==> src/rtl/wsdf_pkg.sv <==
// Shared types, codes and constants of the WebSocket frame deframer.
package wsdf_pkg;

  // Default widths and sizes handed to the top level parameters.
  localparam int unsigned LengthBitsDefault = 64;
  localparam int unsigned QueueDepthDefault = 4;

  // Frame opcodes.
  localparam logic [3:0] OP_CONT   = 4'h0;
  localparam logic [3:0] OP_TEXT   = 4'h1;
  localparam logic [3:0] OP_BINARY = 4'h2;
  localparam logic [3:0] OP_CLOSE  = 4'h8;
  localparam logic [3:0] OP_PING   = 4'h9;
  localparam logic [3:0] OP_PONG   = 4'hA;
  localparam logic [3:0] OP_ERR_LO = 4'hB;

  // Seven-bit length codes.
  localparam logic [6:0] LEN7_DIRECT_MAX = 7'd125;
  localparam logic [6:0] LEN7_EXT16      = 7'd126;

  // Header byte counts.
  localparam logic [3:0] EXT16_BYTES = 4'd2;
  localparam logic [3:0] EXT64_BYTES = 4'd8;
  localparam logic [3:0] KEY_BYTES   = 4'd4;

  // Type of the open fragmented message.
  localparam logic [1:0] MSG_NONE   = 2'd0;
  localparam logic [1:0] MSG_TEXT   = 2'd1;
  localparam logic [1:0] MSG_BINARY = 2'd2;

  typedef enum logic [2:0] {
    PH_HDR0   = 3'd0,
    PH_HDR1   = 3'd1,
    PH_EXT    = 3'd2,
    PH_KEY    = 3'd3,
    PH_DATA   = 3'd4,
    PH_CLOSED = 3'd5
  } phase_e;

  typedef enum logic [2:0] {
    EV_PAYLOAD    = 3'd0,
    EV_PING       = 3'd1,
    EV_PONG       = 3'd2,
    EV_CLOSE      = 3'd3,
    EV_OPCODE_ERR = 3'd4
  } event_kind_e;

  // One classified request from the parser to the output stage.
  typedef struct packed {
    event_kind_e kind;
    logic [7:0]  data;
    logic [7:0]  key;
    logic        is_text;
    logic        fin;
    logic        last;
  } cmd_t;

endpackage

==> src/rtl/wsdf_parser.sv <==
// Front end: header parser and payload classifier, one byte per cycle while take_i is high.
module wsdf_parser #(
  parameter int unsigned LengthBits = wsdf_pkg::LengthBitsDefault
) (
  input  logic             clk_i,
  input  logic             rst_ni,
  input  logic             take_i,
  input  logic [7:0]       rx_byte_i,
  output logic             cmd_valid_o,
  output wsdf_pkg::cmd_t   cmd_o
);

  wsdf_pkg::phase_e phase_q, phase_d;
  logic [3:0]            opcode_q, opcode_d;
  logic                  fin_q, fin_d;
  logic                  mask_q, mask_d;
  logic [3:0]            hcnt_q, hcnt_d;
  logic [LengthBits-1:0] len_q, len_d;
  logic [LengthBits-1:0] rem_q, rem_d;
  logic [1:0]            kidx_q, kidx_d;
  logic [31:0]           key_q, key_d;
  logic [1:0]            open_q, open_d;

  logic                  is_data;
  logic                  short_len;
  logic [LengthBits-1:0] len_ext;
  logic [LengthBits-1:0] hdr_len;
  logic                  hdr_done;
  logic                  hdr_zero;
  logic                  data_last;
  logic                  frame_done;
  logic [7:0]            key_byte;
  logic                  emit;

  // Shared decode of the current byte against the parser state.
  always_comb begin
    is_data   = (opcode_q <= wsdf_pkg::OP_BINARY);
    short_len = (rx_byte_i[6:0] <= wsdf_pkg::LEN7_DIRECT_MAX);
    if (len_q[LengthBits-1 -: 8] != 8'd0) begin
      len_ext = {LengthBits{1'b1}};
    end else begin
      len_ext = {len_q[LengthBits-9:0], rx_byte_i};
    end
    case (phase_q)
      wsdf_pkg::PH_HDR1: hdr_len = {{(LengthBits-7){1'b0}}, rx_byte_i[6:0]};
      wsdf_pkg::PH_EXT:  hdr_len = len_ext;
      default:           hdr_len = len_q;
    endcase
    hdr_done = ((phase_q == wsdf_pkg::PH_HDR1) && (opcode_q != wsdf_pkg::OP_CLOSE) &&
                short_len && !rx_byte_i[7]) ||
               ((phase_q == wsdf_pkg::PH_EXT) && (hcnt_q == 4'd1) && !mask_q) ||
               ((phase_q == wsdf_pkg::PH_KEY) && (hcnt_q == 4'd1));
    hdr_zero   = (hdr_len == '0);
    data_last  = (phase_q == wsdf_pkg::PH_DATA) && (rem_q == LengthBits'(1));
    frame_done = (hdr_done && hdr_zero) || data_last;
    case (kidx_q)
      2'd0:    key_byte = key_q[31:24];
      2'd1:    key_byte = key_q[23:16];
      2'd2:    key_byte = key_q[15:8];
      default: key_byte = key_q[7:0];
    endcase
  end

  // Next state.
  always_comb begin
    phase_d  = phase_q;
    opcode_d = opcode_q;
    fin_d    = fin_q;
    mask_d   = mask_q;
    hcnt_d   = hcnt_q;
    len_d    = len_q;
    rem_d    = rem_q;
    kidx_d   = kidx_q;
    key_d    = key_q;
    open_d   = open_q;
    if (take_i) begin
      case (phase_q)
        wsdf_pkg::PH_HDR0: begin
          fin_d    = rx_byte_i[7];
          opcode_d = rx_byte_i[3:0];
          phase_d  = wsdf_pkg::PH_HDR1;
        end
        wsdf_pkg::PH_HDR1: begin
          mask_d = rx_byte_i[7];
          if (opcode_q == wsdf_pkg::OP_CLOSE) begin
            phase_d = wsdf_pkg::PH_CLOSED;
          end else if (!short_len) begin
            len_d   = '0;
            hcnt_d  = (rx_byte_i[6:0] == wsdf_pkg::LEN7_EXT16) ?
                      wsdf_pkg::EXT16_BYTES : wsdf_pkg::EXT64_BYTES;
            phase_d = wsdf_pkg::PH_EXT;
          end else begin
            len_d = hdr_len;
            if (rx_byte_i[7]) begin
              hcnt_d  = wsdf_pkg::KEY_BYTES;
              phase_d = wsdf_pkg::PH_KEY;
            end
          end
        end
        wsdf_pkg::PH_EXT: begin
          len_d  = len_ext;
          hcnt_d = hcnt_q - 4'd1;
          if ((hcnt_q == 4'd1) && mask_q) begin
            hcnt_d  = wsdf_pkg::KEY_BYTES;
            phase_d = wsdf_pkg::PH_KEY;
          end
        end
        wsdf_pkg::PH_KEY: begin
          key_d  = {key_q[23:0], rx_byte_i};
          hcnt_d = hcnt_q - 4'd1;
        end
        wsdf_pkg::PH_DATA: begin
          kidx_d = kidx_q + 2'd1;
          rem_d  = rem_q - LengthBits'(1);
        end
        default: begin
        end
      endcase
      if (hdr_done) begin
        if ((opcode_q == wsdf_pkg::OP_TEXT) || (opcode_q == wsdf_pkg::OP_BINARY)) begin
          open_d = opcode_q[1:0];
        end
        if (!hdr_zero) begin
          rem_d   = hdr_len;
          kidx_d  = 2'd0;
          phase_d = wsdf_pkg::PH_DATA;
        end
      end
      if (frame_done) begin
        phase_d = wsdf_pkg::PH_HDR0;
        if (is_data && fin_q) begin
          open_d = wsdf_pkg::MSG_NONE;
        end
      end
    end
  end

  // Outputs: at most one request per byte.
  always_comb begin
    emit          = 1'b0;
    cmd_o.kind    = wsdf_pkg::EV_PAYLOAD;
    cmd_o.data    = 8'd0;
    cmd_o.key     = 8'd0;
    cmd_o.is_text = 1'b0;
    cmd_o.fin     = 1'b0;
    cmd_o.last    = 1'b0;
    if ((phase_q == wsdf_pkg::PH_DATA) && is_data &&
        ((open_q == wsdf_pkg::MSG_TEXT) || (open_q == wsdf_pkg::MSG_BINARY))) begin
      emit          = 1'b1;
      cmd_o.data    = rx_byte_i;
      cmd_o.key     = mask_q ? key_byte : 8'd0;
      cmd_o.is_text = (open_q == wsdf_pkg::MSG_TEXT);
      cmd_o.fin     = fin_q;
      cmd_o.last    = data_last;
    end else if ((phase_q == wsdf_pkg::PH_HDR1) && (opcode_q == wsdf_pkg::OP_CLOSE)) begin
      emit       = 1'b1;
      cmd_o.kind = wsdf_pkg::EV_CLOSE;
    end else if (frame_done && !is_data) begin
      if (opcode_q == wsdf_pkg::OP_PING) begin
        emit       = 1'b1;
        cmd_o.kind = wsdf_pkg::EV_PING;
      end else if (opcode_q == wsdf_pkg::OP_PONG) begin
        emit       = 1'b1;
        cmd_o.kind = wsdf_pkg::EV_PONG;
      end else if (opcode_q >= wsdf_pkg::OP_ERR_LO) begin
        emit       = 1'b1;
        cmd_o.kind = wsdf_pkg::EV_OPCODE_ERR;
      end
    end
  end

  assign cmd_valid_o = take_i && emit;

  always_ff @(posedge clk_i or negedge rst_ni) begin
    if (!rst_ni) begin
      phase_q  <= wsdf_pkg::PH_HDR0;
      opcode_q <= wsdf_pkg::OP_CONT;
      fin_q    <= 1'b0;
      mask_q   <= 1'b0;
      hcnt_q   <= 4'd0;
      len_q    <= '0;
      rem_q    <= '0;
      kidx_q   <= 2'd0;
      key_q    <= 32'd0;
      open_q   <= wsdf_pkg::MSG_NONE;
    end else begin
      phase_q  <= phase_d;
      opcode_q <= opcode_d;
      fin_q    <= fin_d;
      mask_q   <= mask_d;
      hcnt_q   <= hcnt_d;
      len_q    <= len_d;
      rem_q    <= rem_d;
      kidx_q   <= kidx_d;
      key_q    <= key_d;
      open_q   <= open_d;
    end
  end

  // Once a close frame is seen, only reset leaves the closed state.
  assert property (@(posedge clk_i) disable iff (!rst_ni)
    phase_q == wsdf_pkg::PH_CLOSED |=> phase_q == wsdf_pkg::PH_CLOSED)
    else $error("parser left the closed state");

  // The down counter of remaining payload bytes never runs dry inside a payload.
  assert property (@(posedge clk_i) disable iff (!rst_ni)
    phase_q == wsdf_pkg::PH_DATA |-> rem_q != '0)
    else $error("payload phase with no bytes remaining");

  // Payload requests only come from payload bytes of an open message.
  assert property (@(posedge clk_i) disable iff (!rst_ni)
    cmd_valid_o && (cmd_o.kind == wsdf_pkg::EV_PAYLOAD) |->
      (phase_q == wsdf_pkg::PH_DATA) && (open_q != wsdf_pkg::MSG_NONE))
    else $error("payload request outside a data payload");

endmodule

==> src/rtl/wsdf_fifo.sv <==
// Short request queue between the parser and the output stage.
module wsdf_fifo #(
  parameter int unsigned Depth = wsdf_pkg::QueueDepthDefault
) (
  input  logic           clk_i,
  input  logic           rst_ni,
  input  logic           wr_i,
  input  wsdf_pkg::cmd_t wr_data_i,
  output logic           full_o,
  input  logic           rd_i,
  output logic           rd_valid_o,
  output wsdf_pkg::cmd_t rd_data_o
);

  localparam int unsigned PtrW = (Depth > 1) ? $clog2(Depth) : 1;
  localparam int unsigned CntW = $clog2(Depth + 1);

  wsdf_pkg::cmd_t mem_q [Depth];
  logic [PtrW-1:0] wr_ptr_q, wr_ptr_d;
  logic [PtrW-1:0] rd_ptr_q, rd_ptr_d;
  logic [CntW-1:0] cnt_q, cnt_d;

  assign full_o     = (cnt_q == CntW'(Depth));
  assign rd_valid_o = (cnt_q != '0);
  assign rd_data_o  = mem_q[rd_ptr_q];

  always_comb begin
    wr_ptr_d = wr_ptr_q;
    rd_ptr_d = rd_ptr_q;
    cnt_d    = cnt_q;
    if (wr_i) begin
      wr_ptr_d = (wr_ptr_q == PtrW'(Depth - 1)) ? '0 : wr_ptr_q + PtrW'(1);
    end
    if (rd_i) begin
      rd_ptr_d = (rd_ptr_q == PtrW'(Depth - 1)) ? '0 : rd_ptr_q + PtrW'(1);
    end
    if (wr_i && !rd_i) begin
      cnt_d = cnt_q + CntW'(1);
    end else if (!wr_i && rd_i) begin
      cnt_d = cnt_q - CntW'(1);
    end
  end

  always_ff @(posedge clk_i) begin
    if (wr_i) begin
      mem_q[wr_ptr_q] <= wr_data_i;
    end
  end

  always_ff @(posedge clk_i or negedge rst_ni) begin
    if (!rst_ni) begin
      wr_ptr_q <= '0;
      rd_ptr_q <= '0;
      cnt_q    <= '0;
    end else begin
      wr_ptr_q <= wr_ptr_d;
      rd_ptr_q <= rd_ptr_d;
      cnt_q    <= cnt_d;
    end
  end

  assert property (@(posedge clk_i) disable iff (!rst_ni) wr_i |-> !full_o)
    else $error("request written into a full queue");

  assert property (@(posedge clk_i) disable iff (!rst_ni) rd_i |-> rd_valid_o)
    else $error("request read from an empty queue");

  assert property (@(posedge clk_i) disable iff (!rst_ni) cnt_q <= CntW'(Depth))
    else $error("queue fill count beyond depth");

endmodule

==> src/rtl/wsdf_unmask.sv <==
// Back end: unmasks payload bytes and holds the oldest result for the consumer.
module wsdf_unmask (
  input  logic           clk_i,
  input  logic           rst_ni,
  input  logic           cmd_valid_i,
  input  wsdf_pkg::cmd_t cmd_i,
  output logic           cmd_rd_o,
  input  logic           pop,
  output logic           empty,
  output logic [2:0]     event_kind_o,
  output logic [7:0]     payload_byte_o,
  output logic           is_text_o,
  output logic           frame_fin_o,
  output logic           last_of_frame_o
);

  logic                  out_valid_q, out_valid_d;
  wsdf_pkg::event_kind_e kind_q;
  logic [7:0]            byte_q;
  logic                  text_q;
  logic                  fin_q;
  logic                  last_q;

  // The result register refills in the same cycle that the consumer takes it.
  assign cmd_rd_o = cmd_valid_i && (!out_valid_q || pop);

  always_comb begin
    out_valid_d = out_valid_q;
    if (cmd_rd_o) begin
      out_valid_d = 1'b1;
    end else if (pop) begin
      out_valid_d = 1'b0;
    end
  end

  always_ff @(posedge clk_i or negedge rst_ni) begin
    if (!rst_ni) begin
      out_valid_q <= 1'b0;
    end else begin
      out_valid_q <= out_valid_d;
    end
  end

  always_ff @(posedge clk_i) begin
    if (cmd_rd_o) begin
      kind_q <= cmd_i.kind;
      byte_q <= cmd_i.data ^ cmd_i.key;
      text_q <= cmd_i.is_text;
      fin_q  <= cmd_i.fin;
      last_q <= cmd_i.last;
    end
  end

  assign empty           = !out_valid_q;
  assign event_kind_o    = kind_q;
  assign payload_byte_o  = byte_q;
  assign is_text_o       = text_q;
  assign frame_fin_o     = fin_q;
  assign last_of_frame_o = last_q;

  // A waiting result that is not taken must not be overwritten.
  assert property (@(posedge clk_i) disable iff (!rst_ni)
    out_valid_q && !pop |-> !cmd_rd_o)
    else $error("result register overwritten before it was taken");

  // Event results other than payload bytes carry zero side fields.
  assert property (@(posedge clk_i) disable iff (!rst_ni)
    out_valid_q && (kind_q != wsdf_pkg::EV_PAYLOAD) |->
      (byte_q == 8'd0) && !text_q && !fin_q && !last_q)
    else $error("event result with nonzero payload fields");

endmodule

==> src/rtl/websocket_frame_deframer.sv <==
// Top level of the WebSocket frame deframer: parser, request queue and output stage.
// An accepted byte's result is written into the request queue, then into the result register on the ports.
// Throughput: one received byte per cycle while the queue is not full; the parser updates its state once per byte.
// Full rises only when the request queue of QueueDepth entries fills under a stalled pop.
// Reset clears the parser to the first header byte and drops all queued results.
// After a close frame every byte is taken and dropped until the next reset.
module websocket_frame_deframer #(
  parameter int unsigned LengthBits = wsdf_pkg::LengthBitsDefault,
  parameter int unsigned QueueDepth = wsdf_pkg::QueueDepthDefault
) (
  input  logic       clk_i,
  input  logic       rst_ni,
  input  logic       push,
  output logic       full,
  input  logic [7:0] rx_byte_i,
  input  logic       pop,
  output logic       empty,
  output logic [2:0] event_kind_o,
  output logic [7:0] payload_byte_o,
  output logic       is_text_o,
  output logic       frame_fin_o,
  output logic       last_of_frame_o
);

  logic           take;
  logic           pcmd_valid;
  wsdf_pkg::cmd_t pcmd;
  logic           qcmd_valid;
  wsdf_pkg::cmd_t qcmd;
  logic           qcmd_rd;

  assign take = push && !full;

  wsdf_parser #(
    .LengthBits(LengthBits)
  ) u_parser (
    .clk_i      (clk_i),
    .rst_ni     (rst_ni),
    .take_i     (take),
    .rx_byte_i  (rx_byte_i),
    .cmd_valid_o(pcmd_valid),
    .cmd_o      (pcmd)
  );

  wsdf_fifo #(
    .Depth(QueueDepth)
  ) u_fifo (
    .clk_i     (clk_i),
    .rst_ni    (rst_ni),
    .wr_i      (pcmd_valid),
    .wr_data_i (pcmd),
    .full_o    (full),
    .rd_i      (qcmd_rd),
    .rd_valid_o(qcmd_valid),
    .rd_data_o (qcmd)
  );

  wsdf_unmask u_unmask (
    .clk_i          (clk_i),
    .rst_ni         (rst_ni),
    .cmd_valid_i    (qcmd_valid),
    .cmd_i          (qcmd),
    .cmd_rd_o       (qcmd_rd),
    .pop            (pop),
    .empty          (empty),
    .event_kind_o   (event_kind_o),
    .payload_byte_o (payload_byte_o),
    .is_text_o      (is_text_o),
    .frame_fin_o    (frame_fin_o),
    .last_of_frame_o(last_of_frame_o)
  );

endmodule

==> config.mk <==
export PLATFORM = sky130hd
export DESIGN_NAME = websocket_frame_deframer
export DESIGN_NICKNAME = d
export VERILOG_FILES = /design/src/rtl/wsdf_pkg.sv /design/src/rtl/wsdf_parser.sv /design/src/rtl/wsdf_fifo.sv /design/src/rtl/wsdf_unmask.sv /design/src/rtl/websocket_frame_deframer.sv
export SDC_FILE = /design/constraint.sdc
export NUM_CORES = 1
export LEC_CHECK = 0
export BUFFER_PORTS_ARGS = -buffer_cell sky130_fd_sc_hd__buf_2
export CAP_MARGIN = 20
export CORE_MARGIN = 5
export CORE_UTILIZATION = 60
export CTS_CLUSTER_DIAMETER = 50
export DETAILED_ROUTE_END_ITERATION = 10
export GPL_ROUTABILITY_DRIVEN = 0
export PLACE_DENSITY_LB_ADDON = 0.05
export SYNTH_ARGS = -nofsm -noshare
export SYNTH_HDL_FRONTEND = slang
export SYNTH_SLANG_ARGS = --single-unit
==> constraint.sdc <==
create_clock -name clk_i -period 5.9 [get_ports clk_i]
set_clock_uncertainty 0.15 [all_clocks]
set_input_delay 0.59 -clock clk_i [delete_from_list [all_inputs] [get_ports clk_i]]
set_output_delay 0.59 -clock clk_i [all_outputs]
set_load 0.05 [all_outputs]
Yosys cells after proc, flatten, opt, wreduce, memory -nomap -nowiden --
Memory sizes are Yosys's and may differ from the RTL's. Cells that the tools add are included.
Word-level totals: RAM bits 88, word-level logic and storage cells 151, bits in registers 199, memories 1
Memory list:
- u_fifo.mem_q | words 4, width 22, read ports 1, clocked after memory_dff 0, write ports 1, RTL line wsdf_fifo.sv:18 | wsdf_pkg::cmd_t mem_q [Depth];
Cells by class: equal/unequal tests 22, add/subtract/negate cells 7, mux-type cells 52, magnitude comparators 3, bitwise logic cells 1, reduce and logical (&&, ||, !) cells 46
Operator list (number):
- $mux 64 | 6
- $pmux 64 s2 | 2
- $eq 64x1->1 const B | 1
- $logic_not 64->1 | 1
- $sub 64x1->64 const B | 1
- $mux 3 | 15
- $pmux 8 s3 | 1
- $mux 4 | 5
- $logic_and 1x1->1 | 19
- $mux 19 | 1
- $mux 2 | 9
- $eq 4x4->1 const B | 3
- $pmux 4 s3 | 1
- $mux 1 | 10
- $pmux 3 s3 | 1
- $eq 2x2->1 const B | 4
- $eq 4x1->1 const B | 2
- $mux 8 | 1
- $reduce_bool 8->1 | 1
- $xor 8x8->8 | 1
- $eq 7x7->1 const B | 1
- $le 7x7->1 const B | 1
- $logic_not 1->1 | 7
- $add 2x1->2 const B | 3
- 21 further kinds | 34

Depth between registers and ports, before layout --
Gate-level depths: netlist of the first run.
depth after elaboration 17, depth in mapped cells 18, depth with buffers taken out 15

Hierarchy --
A second synthesis of the first run with hierarchy kept.
Second synthesis, totals: cells, all modules 1483, area, all modules 15237.1 um^2
By module, submodules not included:
- wsdf_parser | sequential area each 4429.2 um^2, times used 1, cells an instance 1303, area each 11058.1 um^2
- wsdf_fifo | sequential area each 2817.7 um^2, times used 1, cells an instance 152, area each 3627.2 um^2
- wsdf_unmask | sequential area each 445.4 um^2, times used 1, cells an instance 27, area each 538.0 um^2
- websocket_frame_deframer | sequential area each 0.0 um^2, times used 1, cells an instance 1, area each 13.8 um^2

Worst setup path after synthesis of the first run --
OpenSTA, ideal clock, no wires.
path kind reg2reg, start register u_parser.len_q[56], end memory u_fifo.mem_q[0][0] in the netlist's numbering (enable), path slack 2.079 ns, stages on the path, launching flop included 12, setup time 0.401 ns, data arrival time 3.270 ns, required time 5.349 ns, path buffers 2, path through dfrtp_1 -> nor4_4 -> nand3_2 -> buf_6 -> buf_6 -> o221ai_1 -> nand4_1 -> nor4_2 -> nand4_1 -> a21oi_1 -> o21ai_1 -> nor2_1
On the way: cells in the longest elaborated chain, start to end 13
RTL lines:
- from (decl) | RTL line wsdf_parser.sv:18 | logic [LengthBits-1:0] len_q, len_d;
- from (signal assigned) | RTL line wsdf_parser.sv:192 | len_q <= len_d;
- $reduce_bool 8->1 | RTL line wsdf_parser.sv:39 | if (len_q[LengthBits-1 -: 8] != 8'd0) begin
- $mux 64 | RTL line wsdf_parser.sv:39
- $pmux 64 s2 (*) | RTL line wsdf_parser.sv:44 | case (phase_q)
- $logic_not 64->1 (*) | RTL line wsdf_parser.sv:53 | hdr_zero = (hdr_len == '0);
- $logic_and 1x1->1 (*) | RTL line wsdf_parser.sv:55 | frame_done = (hdr_done && hdr_zero) || data_last;
- $logic_or 1x1->1 (*) | RTL line wsdf_parser.sv:55
- $logic_and 1x1->1 (*) | RTL line wsdf_parser.sv:158 | end else if (frame_done && !is_data) begin
- $mux 1 (*) | RTL line wsdf_parser.sv:158
- $mux 1 (*) | RTL line wsdf_parser.sv:155 | end else if ((phase_q == wsdf_pkg::PH_HDR1) && (opcode_q == wsdf_pkg::OP_CLOSE)) begin
- $mux 1 (*) | RTL line wsdf_parser.sv:147 | if ((phase_q == wsdf_pkg::PH_DATA) && is_data &&
- $logic_and 1x1->1 (*) | RTL line wsdf_parser.sv:172 | assign cmd_valid_o = take_i && emit;
- $mux 1 (*) | RTL line wsdf_fifo.sv:45 | if (wr_i) begin
- $mux 1 (implied by the code) (*) | RTL line wsdf_fifo.sv:46 | mem_q[wr_ptr_q] <= wr_data_i;
- to (decl) | RTL line wsdf_fifo.sv:18
Every way passes the cells marked *; elsewhere a longest branch is shown, timed or not.

Worst setup path in the final report of the first run --
start register u_parser.phase_q[2], end register u_parser.rem_q[5]
On the way: cells in the longest elaborated chain, start to end 7
RTL lines:
- from (decl) | RTL line wsdf_parser.sv:13 | wsdf_pkg::phase_e phase_q, phase_d;
- from (signal assigned) | RTL line wsdf_parser.sv:176 | phase_q <= wsdf_pkg::PH_HDR0;
- from (signal assigned) | RTL line wsdf_parser.sv:187 | phase_q <= phase_d;
- branches (longest 6 deep; another with $pmux 64 s2)
- $mux 64 (*) | RTL line wsdf_parser.sv:119 | if (hdr_done) begin
- to (signal assigned) | RTL line wsdf_parser.sv:193 | rem_q <= rem_d;
- to (decl) | RTL line wsdf_parser.sv:19 | logic [LengthBits-1:0] rem_q, rem_d;
Mark *: on every way between the ends. A chain may end at the register's enable or synchronous reset.

==> results.toml, run 1 <==
[grt]
grt_overflow = 0
antenna_found_initial = 1
grt_start_max_net_pins = 162
top_usage_layer = "met1"
grt_use_met2_pct = 40.5
grt_first_pass_wirelength_um = 63300
grtUsageMet1_pct = 45.1
met3_usage_pct = 5.70
grt_pass1_vias = 10800
grt_usage_pct = 28.4

[yosys]
synth-edff-count = 102
synth_area_per_cell_um2 = 10.4
synthMuxAreaShare_pct = 6.59
yosysSeqAreaShare_pct = 51.7
yosysTopAreaCell = "dfrtp_1"
yosysTopAreaCellShare_pct = 31.1
synthFlopType = "dfrtp_1"
synth-seq-cells = 287
syn-num-nets = 1453
synth-compound-area-share_pct = 16.1
netlist_instances = 1425
synthSimpleGateAreaFrac_pct = 16.7
synth_top_family_by_area = "simple AND/OR/NAND/NOR gates"
yosysMostFrequentCell = "nand2_1"
synth_xor_area_share_pct = 3.89
ys_warn_count = 0
synthTopCellsByCount = "nand2_1, dfrtp_1, o21ai_0"
synth_area_um2 = 14900
synthArstFlopShare_pct = 64.5
synthAdderAreaFrac_pct = 1.40
synth.distinct_cells = 76
yosys-top-cells-area = "dfrtp_1, edfxtp_1, nand2_1"

[sta]
fmax_mhz = 204
maxSlewViolCount = 0
rsz0062_at_grt = "no"
tns_ps = 0
setup_viol = 0
finalHoldViolCount = 0
min_period_ps = 4890
max-slew-margin-rel_pct = 25.6
timing.final.ws_setup_ps = 1010
worstMarginPinSlew_ps = 1120
period_share_pct = 82.9

[critical_path]
critPathLaunchType = "flop"
cp_num_buf_inv = 2
cp_top_family = "simple AND/OR/NAND/NOR gates"
worstPathMaxFanout = 28
cp_slowest_cell = "and2_1"
critical_path_class = "reg -> reg"
crit_chain = "nor2b_4 > buf_4 > o21bai_1 > a2bb2oi_1 > nand4bb_1 > nor4_2 > nand4_2 > and2_1 > buf_4 > nor3_1 > a311oi_1"
required_ps = 6120
cp.arrival_ps = 5110
r2r_slack_ps = 1010
cp-end-kind = "flop"
cpPeakStageDelay_ps = 900
path_common_cell = "buf_4"

[clocking]
post_cts_buffers = 0
cts_max_path_buffers = 3
cts_max_level = 2
cts_tree = "yes"
clkLatencyLatePin_ps = 520
cts.clk_slew.worst_paths_ps = 60
cts_root_buffer = "clkbuf_16"
cts.sinks = 287
cts_buffers = 34

[layout]
drive_above_1_share_pct = 14.1
final_cells = 1760
final_util_pct = 67.2
final_area_um2 = 16400
diodes = 0
nFillCells = 1886
nets = 1440
areaGrowthSynthToFinish_pct = 10.3

[pwr]
seqPwrFrac_pct = 40.6
p_sw_mw = 2.84
switching_share_pct = 37.6
p_int_mw = 4.72
ir_drop_mv = 0.363
powerDensity_nw_per_um2 = 461
combPwrFrac_pct = 31.4
p_leak_nw = 6.73
pwr-share-clk_pct = 28.0

[worst_hold_path]
worst_hold_path_type = "in -> reg"

[routing]
wl_per_cell_um = 22.9
drt-initial-drc-count = 1545
firstDrtPassIters = 6
drt-vias-per-instance = 6.70
drc = 0
drt_wl_total_um = 40400
antenna_left = 0
vias = 11800

[placed_design]
dpl-instance-area_um2 = 15200
port_buffers = 27
dp.cells = 1698
dp_slack_ps = 1150
dp.final_hpwl_um = 27200

[floorplanning]
start_util_pct = 61.0
die_x_um = 167
coreArea_um2 = 24400
std_cell_rows = 57
die-area_um2 = 28000
die_h_um = 167
ios = 28

[flow_run]
cap_violations = 0

[status]
status = "complete, no violations"
## per-layer routing
metal	vias up	wire length (um)
met3	101	4090
met2	657	17500
met1	5732	17800
met5	-	13
li1	5302	-
met4	2	1020
## power by group through the flow
stage          logic [mW]  registers, mW  clock network (mW)
5_1_grt              2.58           3.13                2.24
4_1_cts              2.29           3.07                2.15
2_1_floorplan        1.69           2.99                   0
3_5_place_dp         2.27           3.10                   0
6_report             2.38           3.07                2.11
3_3_place_gp         2.23           3.09                   0
## final timing paths
kind / from / depth (start not counted) / endpoint
worst max-delay path: u_parser.phase_q[2] / 11 / u_parser.rem_q[5]
worst min-delay path: pop / 2 / u_unmask.out_valid_q
worst max register to register: u_parser.phase_q[2] / 11 / u_parser.rem_q[5]
worst min register to register: u_fifo.cnt_q[2] / 1 / u_fifo.cnt_q[2]
max in group asynchronous: rst_ni / 3 / u_parser.phase_q[0]
min in group asynchronous: rst_ni / 2 / u_parser.rem_q[52]
## state kept, by name, indices dropped and copies added, names as in the netlist, 3 cells and up
signal / count
u_unmask.event_kind_o: 3
u_fifo.cnt_q: 3
u_unmask.payload_byte_o: 8
u_parser.opcode_q: 4
u_parser.phase_q: 3
u_parser.key_q: 32
u_parser.rem_q: 64
u_parser.len_q: 64
u_parser.hcnt_q: 4
u_fifo.mem_q: 88
## through the flow
stage	power [mW]	hold slack [ps]
detailed placement	5.37	336
global placement	5.32	328
floorplan	4.68	144
finish	7.56	160
global route	7.94	168
CTS	7.51	167
## final cells by class
class / count / area, um^2 / share of cell area [%]
multi-input combinational: 1011 / 6690 / 40.8
sequential: 287 / 7690 / 46.9
inverter: 25 / 93.8 / 0.572
tap: 324 / 405 / 2.47
timing repair buffer: 53 / 374 / 2.28
clock inverter: 15 / 180 / 1.10
clock buffer: 45 / 968 / 5.90
## cells by family (layout without fill, tap and decap cells)
logic type,Yosys count,after routing
multiplexers,74,74
flip-flops,287,287
AO/OA/AOI/OAI,351,351
XOR/XNOR,66,66
buffers and inverters,127,138
AND/OR/NAND/NOR,504,504
adder cells (fa/ha/maj),16,16
## placed cells by master, fill, tap and decap left out, types with 15 or more instances in the layout
cell type  instances
xor2_1            51
a311oi_1          16
buf_4             23
clkbuf_16         36
nand3_1           35
edfxtp_1         102
nand4_1           17
nor3_1            61
dfrtp_1          184
ha_1              15
buf_2             26
nor4_1            21
o21ai_0          125
o211ai_1          43
xnor2_1           15
mux2_2            51
a21oi_1           31
o221ai_1          45
nand2_1          210
inv_1             25
nor2_1            71
## what timing repair did
action / CTS / global route
hold buffers: 1 / 0
endpoints found under the hold margin: 24 / 0
gates resized for setup: 0 / 0
setup endpoints to repair: 0 / 0
Power figures use the tool's default switching activity.
==> run 2: changes to the inputs <==
CORE_UTILIZATION = 57   (was 60)
clock period = 3.9 ns   (was 5.9 ns; I/O delays follow)
==> run 2 against run 1 <==
  * Worst setup slack worse by 970 ps
  * First-iteration DRC count is 6.7% lower
  * Clock power is 51% higher
  * Cell area is 7.8% higher
  * Via count is 3.0% higher
  * Clock-buffer cell count is 2 lower
  * Critical endpoint is now u_fifo.cnt_q[2]
  * Largest cell class unchanged
==> results.toml, run 2 (same netlist as run 1, synthesis figures left out) <==
[status]
status = "complete, no violations"

[grt]
grt_usage_pct = 28.9
grt_overflow = 0
antenna_found_initial = 0
grt_start_max_net_pins = 102
grt_pass1_vias = 11700
grt_first_pass_wirelength_um = 66700

[clocking]
cts_max_level = 2
cts.sinks = 287
cts.clk_slew.worst_paths_ps = 60
cts_max_path_buffers = 3
cts_buffers = 36
clkLatencyLatePin_ps = 520
cts_root_buffer = "clkbuf_16"
cts_tree = "yes"

[routing]
firstDrtPassIters = 7
wl_per_cell_um = 22.8
drt-initial-drc-count = 1442
antenna_left = 0
drt_wl_total_um = 42900
drc = 0
drt-vias-per-instance = 6.46
vias = 12200

[worst_hold_path]
worst_hold_path_type = "in -> reg"
whs_path_depth = 3

[critical_path]
required_ps = 4190
worstPathMaxFanout = 6
cp.arrival_ps = 4160
r2r_cells = 17
cp-end-kind = "flop"
critical_path_class = "reg -> reg"
critPathLaunchType = "flop"

[layout]
top_register = "u_fifo.mem_q"
reg_top3 = "u_fifo.mem_q x88, u_parser.len_q x64, u_parser.rem_q x64"
nets = 1546
drive_above_1_share_pct = 23.0
largest_reg_flops = 88
areaGrowthSynthToFinish_pct = 18.9
final_common_cell = "nand2_1"
diodes = 0
final_cell_mix = "nand2_1, dfrtp_1, o21ai_0"

[sta]
min_period_ps = 3860
worstMarginPinSlew_ps = 952
hold_slack_ps = 75.7
timing.final.ws_setup_ps = 35.2
rsz0062_at_grt = "yes"
max-slew-margin-rel_pct = 36.5
fmax_mhz = 259
finalHoldViolCount = 0
maxSlewViolCount = 0
period_share_pct = 99.1
setup_viol = 0

[placed_design]
dp_slack_ps = 49.2
dp.final_hpwl_um = 28900
port_buffers = 27

[pwr]
p_leak_nw = 7.32
powerDensity_nw_per_um2 = 685
ir_drop_mv = 0.466

[floorplanning]
die_h_um = 172
die-area_um2 = 29400
ios = 28
start_util_pct = 57.5
coreArea_um2 = 25800
std_cell_rows = 59
die_x_um = 172

[flow_run]
cap_violations = 0
## run 2: changes by cell type in the layout (fill, tap and decap cells not counted), sizes merged, moves of 2 or more
cell	change
inv	+4
bufinv	-2
buf	+100
clkinv	+4
## run 2: worst paths after layout
path / startpoint / end / slack [ps]
setup / recovery: u_parser.len_q[59] / u_fifo.cnt_q[2] / 40
hold / removal: rx_byte_i[7] / u_parser.mask_q / 80
setup reg to reg: u_parser.len_q[59] / u_fifo.cnt_q[2] / 40
hold reg to reg: u_fifo.cnt_q[2] / u_fifo.cnt_q[2] / 330
max in group asynchronous: rst_ni / u_parser.len_q[22] / 2330
min in group asynchronous: rst_ni / u_parser.rem_q[52] / 380
## run 2: final cells by class
class | instances | area (um^2)
clock inverter | 22 | 194
tap | 335 | 419
multi-input combinational | 1011 | 6980
sequential | 287 | 7700
fill | 1973 | 8160
inverter | 25 | 93.8
clock buffer | 43 | 947
timing repair buffer | 157 | 1340
## run 2: timing repair
action | 4_1_cts | 5_1_grt
buffers inserted | 0 | 5
endpoints found under the hold margin | 100 | 0
hold buffers | 2 | 0
setup endpoints to repair | 0 | 2
resized for setup | 0 | 53
## run 2: layer usage
metal / share of wire [%] / global-route usage, % / up-vias / wire length [um]
li1: - / - / 5531 / -
met1: 40 / 38.3 / 5961 / 17300
met2: 46 / 45.6 / 514 / 20000
met3: 6.2 / 4.34 / 145 / 2670
met4: 7.0 / 17.0 / 0 / 3010
met5: 0 / 0 / - / 0
## run 2: per-stage QoR
step	total power [mW]	util [%]	TNS (ps)	cells	cell area, um^2
floorplan	7.08	-	0	1425	14900
global placement	8.51	62.1	0	1802	16000
detailed placement	8.59	62.1	0	1802	16000
CTS	11.8	66.6	0	1869	17200
global route	12.7	68.4	-271	1880	17700
finish	12.1	68.4	0	1880	17700
## run 2: critical path, cell delays in order, from the launching register on
cell	delay, ps
dfrtp_2	440
nor4_4	380
nand3_4	220
buf_12	220
buf_8	130
o21ai_1	190
nand4b_1	160
nor4_2	330
nand4_1	250
a21oi_1	190
o21ai_1	100
inv_1	70
ha_2	180
inv_2	40
fa_2	330
xor2_1	140
nor2_1	130
xor2_1	140
## run 2: report_power, final
part           switching [mW]  leakage [nW]  internal, mW
clock network            1.34         0.549          1.84
registers               0.805          3.39          3.79
logic                    2.48          3.38          1.85
total                    4.63          7.32          7.48
